**src/design/sfd_pkg.sv**
```systemverilog
// Shared types and constants for the stereo feedback delay.
// Holds the configuration register codes, their widths and reset values, and the Q1.15 constants.
// No dependencies.
package sfd_pkg;

  // Configuration register codes.
  localparam int CFG_INDEX_BITS = 4;

  typedef enum logic [CFG_INDEX_BITS-1:0] {
    REG_DELAY    = 4'd0,
    REG_FEEDBACK = 4'd1,
    REG_WET      = 4'd2,
    REG_DRY      = 4'd3
  } cfg_reg_t;

  // Register widths. The write data is as wide as the widest register.
  localparam int DELAY_BITS    = 17;
  localparam int FEEDBACK_BITS = 15;
  localparam int GAIN_BITS     = 16;
  localparam int CFG_DATA_BITS = DELAY_BITS;

  // Q1.15 arithmetic.
  localparam int Q15_FRAC = 15;
  localparam logic [GAIN_BITS-1:0] Q15_UNITY = 16'd32768;
  localparam logic [FEEDBACK_BITS-1:0] FEEDBACK_MAX = 15'd31129;
  localparam int Q15_HALF = 16384;

  // Register reset values.
  localparam int DELAY_RESET = 13230;
  localparam logic [FEEDBACK_BITS-1:0] FEEDBACK_RESET = 15'd11469;
  localparam logic [GAIN_BITS-1:0] WET_RESET = 16'd11469;
  localparam logic [GAIN_BITS-1:0] DRY_RESET = 16'd32768;

endpackage

```
**src/design/sfd_mac.sv**
```systemverilog
// Two-term Q1.15 multiply-accumulate with round-half-up and saturation to the sample width.
// Computes sat((x * gain_x + d * gain_d + half) >>> 15).
// Depends on sfd_pkg.
module sfd_mac
  import sfd_pkg::*;
#(
  parameter int SAMPLE_BITS = 16
) (
  input  logic signed [SAMPLE_BITS-1:0] x,
  input  logic        [GAIN_BITS-1:0]   gain_x,
  input  logic signed [SAMPLE_BITS-1:0] d,
  input  logic        [GAIN_BITS-1:0]   gain_d,
  output logic signed [SAMPLE_BITS-1:0] y
);

  localparam int AccBits = SAMPLE_BITS + GAIN_BITS + 2;
  localparam logic signed [AccBits-1:0] SatMax = (AccBits'(1) <<< (SAMPLE_BITS - 1)) - 1;
  localparam logic signed [AccBits-1:0] SatMin = -SatMax - 1;

  logic signed [AccBits-1:0] prod_x;
  logic signed [AccBits-1:0] prod_d;
  logic signed [AccBits-1:0] acc;
  logic signed [AccBits-1:0] q;

  // Both products, the rounding offset, then a floor shift.
  always_comb begin
    prod_x = x * $signed({1'b0, gain_x});
    prod_d = d * $signed({1'b0, gain_d});
    acc    = prod_x + prod_d + AccBits'(Q15_HALF);
    q      = acc >>> Q15_FRAC;
  end

  // Clamp to the sample range.
  always_comb begin
    if (q > SatMax) begin
      y = SAMPLE_BITS'(SatMax);
    end else if (q < SatMin) begin
      y = SAMPLE_BITS'(SatMin);
    end else begin
      y = SAMPLE_BITS'(q);
    end
  end

endmodule

```
**config.mk**
```make
export PLATFORM = sky130hd
export DESIGN_NAME = sfd_mac
export DESIGN_NICKNAME = d
export VERILOG_FILES = /design/src/design/sfd_pkg.sv /design/src/design/sfd_mac.sv
export SDC_FILE = /design/constraint.sdc
export NUM_CORES = 1
export LEC_CHECK = 0
export BUFFER_PORTS_ARGS = -buffer_cell sky130_fd_sc_hd__buf_4
export CORE_MARGIN = 2
export CORE_UTILIZATION = 65
export DETAILED_ROUTE_END_ITERATION = 10
export PLACE_DENSITY = 0.9
export SETUP_SLACK_MARGIN = 0.15
export SLEW_MARGIN = 20
export SYNTH_ARGS = -nofsm -noshare
export SYNTH_HDL_FRONTEND = slang
export SYNTH_SLANG_ARGS = --single-unit
```
**constraint.sdc**
```tcl
create_clock -name vclk -period 10.9
set_clock_uncertainty 0.1 [all_clocks]
set_input_delay 1.09 -clock vclk [all_inputs]
set_output_delay 1.09 -clock vclk [all_outputs]
set_load 0.01 [all_outputs]
```
# Word-level counts from Yosys, hierarchy flattened
# Cells that the tools add are included.
# totals
ff_bits	0
latchBits	0
mem_bits_rw	0
rom_bits	0
inputBits	64
out_inout_bits	16
wordCells	8
n_memories	0
# classes
addsub	2
multipliers	2
div_mod_pow	0
n_lt_le_gt_ge	2
eq_ne	0
shift	0
mux	2
n_bitwise	0
n_reduce_logical	0
# ops
cell	count
16-bit by 17-bit multiplier with 33-bit output	2
33-bit by 33-bit adder with 34-bit output	1
34-bit by 16-bit adder with 34-bit output, second input constant	1
16-bit 2-to-1 mux	2
19-bit by 16-bit greater-than comparator with 1-bit output, second input constant	1
19-bit by 16-bit < comparator with 1-bit output, second input constant	1

# Logic depth before layout (Yosys ltp)
# depth
word_depth	6
ltp_mapped	29
ltp_nobuf	26

# Worst setup path before layout
# Ideal clock, no wire load.
# synth_timing
path_kind	input-to-output
from	input x[15]
to	output y[10]
t_arrival_ps	7825
required_time_ps	9710
path_slack_ps	1885
path_stages	25
path_buffers	2
cell_sequence	clkinv_1 buf_1 fa_1 inv_1 fa_1 inv_1 fa_1 fa_1 inv_1 fa_1 fa_1 fa_1 inv_1 fa_1 inv_1 ha_1 nand2_1 nor3_2 and2_1 a211oi_1 o41a_4 xnor2_4 o31ai_4 buf_8 a21oi_2
# synth_via
elab_chain_len	6
word_cells_on_any_way	7
classes_between	2 x add/sub; 1 x mul; 2 x order compare; 2 x mux
# synth_lines
item	line	rtl
start, declared	sfd_mac.sv:9	input logic signed [SAMPLE_BITS-1:0] x,
16-bit by 17-bit multiplier with 33-bit output (*)	sfd_mac.sv:27	prod_x = x * $signed({1'b0, gain_x});
33-bit by 33-bit adder with 34-bit output (*)	sfd_mac.sv:29	acc = prod_x + prod_d + AccBits'(Q15_HALF);
34-bit by 16-bit adder with 34-bit output (*)	sfd_mac.sv:29	
19-bit by 16-bit < comparator with 1-bit output	sfd_mac.sv:37	end else if (q < SatMin) begin
16-bit 2-to-1 mux	sfd_mac.sv:37	
16-bit 2-to-1 mux (*)	sfd_mac.sv:35	if (q > SatMax) begin
end, declared	sfd_mac.sv:13	output logic signed [SAMPLE_BITS-1:0] y
# Every way passes the cells marked *; elsewhere a longest branch is shown, timed or not.

# Worst setup path after layout
# layout_timing
from	input x[8]
to	output y[2]
# The elaborated chain is that of the path after synthesis.

==> impl_metrics.py <==
metrics = {
    "floorplanning": {
        "number_of_top_level_pins": 80,
        "initial_utilization_pct": 65.7,
        "die_height_um": 171,
        "core_region_area_sq_um": 27700,
        "die_area_sq_um": 29400,
        "die_extent_in_x_um": 171,
        "core.rowCount": 61,
    },
    "place": {
        "hpwlAfterDp_mm": 38.4,
        "numPortBuffers": 80,
        "finalWeightedCongestion": 0.938,
        "placed_cells_incl_taps": 2391,
    },
    "finish": {
        "post_route_cells_drive_above_1_share_pct": 5.37,
        "ff_latch_area_sq_um": 0,
        "diodes_inserted": 0,
        "syn_to_final_growth_pct": 4.34,
        "n_clock_buffer": 0,
        "final_cell_mix": "sky130_fd_sc_hd__inv_1, sky130_fd_sc_hd__fa_1, sky130_fd_sc_hd__and2_1, sky130_fd_sc_hd__ha_1, sky130_fd_sc_hd__nand2_1",
        "finish.cell_count_without_fillers": 2391,
        "fill_cells": 2035,
        "utilization_pct": 68.6,
        "final_net_count": 2756,
        "layout.sequential_cells": 0,
        "layout.cells.most_common": "sky130_fd_sc_hd__inv_1",
    },
    "worst_setup_path": {
        "timing.critical_path.from_type": "primary input",
        "crit_cells": 25,
        "timing.critical_path.from": "x[8]",
        "cp.required_ns": 9.71,
        "crit_path_end_kind": "output pin",
        "path_delay_family": "adder cells",
        "worst_path_largest_cell_delay_ns": 0.73,
        "worst_setup_path_endpoint": "y[2]",
        "critPathArrivalTime_ns": 8.69,
        "crit_path_top_delay_cell": "sky130_fd_sc_hd__o31ai_4",
        "worst_path_buffer_plus_inverter_count": 7,
        "critical_path.max_fanout": 16,
        "cp_common_cell": "sky130_fd_sc_hd__fa_1",
        "critPathKind": "in -> out",
    },
    "logic_synthesis": {
        "synthXorXnorAreaFrac_pct": 1.27,
        "synth_nets": 2743,
        "syn-cell-area_sq_um": 18200,
        "synth_top_family_by_area": "adder cells",
        "yosysWarningCount": 0,
        "synthesis.instances": 2002,
        "post_synth_mux_area_share_pct": 0.0550,
        "synth_simple_gate_area_share_pct": 16.0,
        "synth_cell_types": 60,
        "synth_fa_ha_area_share_pct": 65.1,
        "syn_area_per_cell_sq_um": 9.09,
        "synthesized_area_fraction_occupied_by_ao_oa_aoi_and_oai_cells_pct": 4.33,
        "ys_seq_area_share_pct": 0,
    },
    "routing": {
        "remaining_drc_errors": 0,
        "drt_wl_total_mm": 44.8,
        "detail_route.first_pass.iterations": 7,
        "route.vias.total": 13555,
        "routed_via_density": 5.67,
        "drt_iter0_markers": 800,
        "avgRoutedWirePerCell_um": 18.7,
        "postRouteAntennaNets": 0,
    },
    "sta": {
        "setup-tns-final_ns": 0,
        "finalHoldViolations": 0,
        "setup_violations": 0,
        "finalCriticalPeriod_ns": 9.88,
        "relSlewSlack_pct": 43.2,
        "fmaxAchievable_mhz": 101,
        "worst_slew_pin_slew_ns": 0.851,
        "setup_repair_after_global_routing_missed_its_margin": "no",
        "timing_max_transition_violations_final": 0,
        "post_route_hold_slack_ns": 3.20,
        "period_share_pct": 90.6,
    },
    "hold_path": {
        "hp-class": "in -> out",
    },
    "status": {
        "run_status": "complete, no violations",
    },
    "clock_tree": {
        "cts.hold.buffers_added": 0,
        "post_cts_setup_repair_bufs": 0,
        "cts_resized": 0,
    },
    "grt": {
        "grt_max_degree": 18,
        "first_global_vias": 15535,
        "antenna_found_initial": 0,
        "grt_first_pass_wirelength_mm": 75.7,
        "overflow_left_after_global_routing": 0,
        "overall_global_routing_usage_pct": 33.4,
    },
    "job": {
        "drv.max_cap_violation_count": 0,
    },
}
==> cells by family (layout without fill, tap and decap cells) <==
family	after synthesis	in the layout
xor gates and xnor gates	21	21
buffers and inverters	633	644
AOI/OAI and AO/OA	101	101
muxes	1	1
adders and majority gates	677	677
and+or+nand+nor	569	569
==> synth_stat cells, types with 2 or more instances <==
cell	instances	area, sq um
sky130_fd_sc_hd__a211o_1	3	26.3
sky130_fd_sc_hd__a211oi_1	3	22.5
sky130_fd_sc_hd__a21o_1	7	52.6
sky130_fd_sc_hd__a21oi_1	28	140
sky130_fd_sc_hd__a21oi_2	11	96.3
sky130_fd_sc_hd__a21oi_4	2	32.5
sky130_fd_sc_hd__a221oi_1	2	17.5
sky130_fd_sc_hd__a311o_1	2	20.0
sky130_fd_sc_hd__a31oi_1	4	25.0
sky130_fd_sc_hd__and2_1	285	1780
sky130_fd_sc_hd__and3_1	5	31.3
sky130_fd_sc_hd__buf_6	2	22.5
sky130_fd_sc_hd__clkbuf_1	65	244
sky130_fd_sc_hd__fa_1	450	9010
sky130_fd_sc_hd__ha_1	227	2840
sky130_fd_sc_hd__inv_1	562	2110
sky130_fd_sc_hd__nand2_1	212	796
sky130_fd_sc_hd__nand2b_1	5	31.3
sky130_fd_sc_hd__nand3_1	6	30.0
sky130_fd_sc_hd__nand4_1	5	31.3
sky130_fd_sc_hd__nor2_1	41	154
sky130_fd_sc_hd__nor3_1	4	20.0
sky130_fd_sc_hd__o2111ai_1	3	26.3
sky130_fd_sc_hd__o211a_1	2	20.0
sky130_fd_sc_hd__o211ai_1	4	30.0
sky130_fd_sc_hd__o21a_1	3	22.5
sky130_fd_sc_hd__o21ai_0	8	40.0
sky130_fd_sc_hd__o21ai_1	2	10.0
sky130_fd_sc_hd__o22ai_1	2	12.5
sky130_fd_sc_hd__xnor2_1	7	61.3
sky130_fd_sc_hd__xor2_1	11	96.3
==> worst min-delay path, cell delays in order <==
cell	delay (ns)
sky130_fd_sc_hd__buf_4	0.18
sky130_fd_sc_hd__nand4_1	0.13
sky130_fd_sc_hd__o211ai_1	0.10
sky130_fd_sc_hd__o2111ai_1	0.09
sky130_fd_sc_hd__o211a_2	0.25
sky130_fd_sc_hd__a221o_1	0.17
sky130_fd_sc_hd__a21oi_1	0.06
sky130_fd_sc_hd__buf_4	0.14
==> routing by layer <==
| layer | track usage [%] | vias up | wire length [um] |
|---|---|---|---|
| met4 | 20.3 | 0 | 3230 |
| met5 | 0 | - | 0 |
| met3 | 4.51 | 209 | 2900 |
| li1 | - | 5823 | - |
| met2 | 58.2 | 636 | 23000 |
| met1 | 39.5 | 6887 | 15700 |
==> worst min-delay path by stage <==
stage                     cells after the start   end  startpoint
after detailed placement                      8  y[1]        x[0]
after global routing                          8  y[1]        x[0]
final                                         8  y[1]        d[0]
after floorplan                               6  y[1]   gain_d[0]
after CTS                                     8  y[1]        x[0]
after global placement                        8  y[1]        x[0]
==> area by class of cell <==
cell class | count | area, sq um | area share [%]
Multi-Input combinational cell | 1369 | 15800 | 83.2
Inverter | 563 | 2110 | 11.1
Timing Repair Buffer | 81 | 608 | 3.20
Tap cell | 378 | 473 | 2.49
==> per-stage QoR <==
| stage | area, sq um | worst slack, ns |
|---|---|---|
| floorplan | 18200 | 1.88 |
| global placement | 19000 | 1.29 |
| detailed placement | 19000 | 1.01 |
| CTS | 19000 | 1.00 |
| global route | 19000 | 0.703 |
| finish | 19000 | 1.02 |
Power is left out: the tool's default activity adds up to more than one toggle a clock period on the data nets, which glitch-free logic cannot reach.
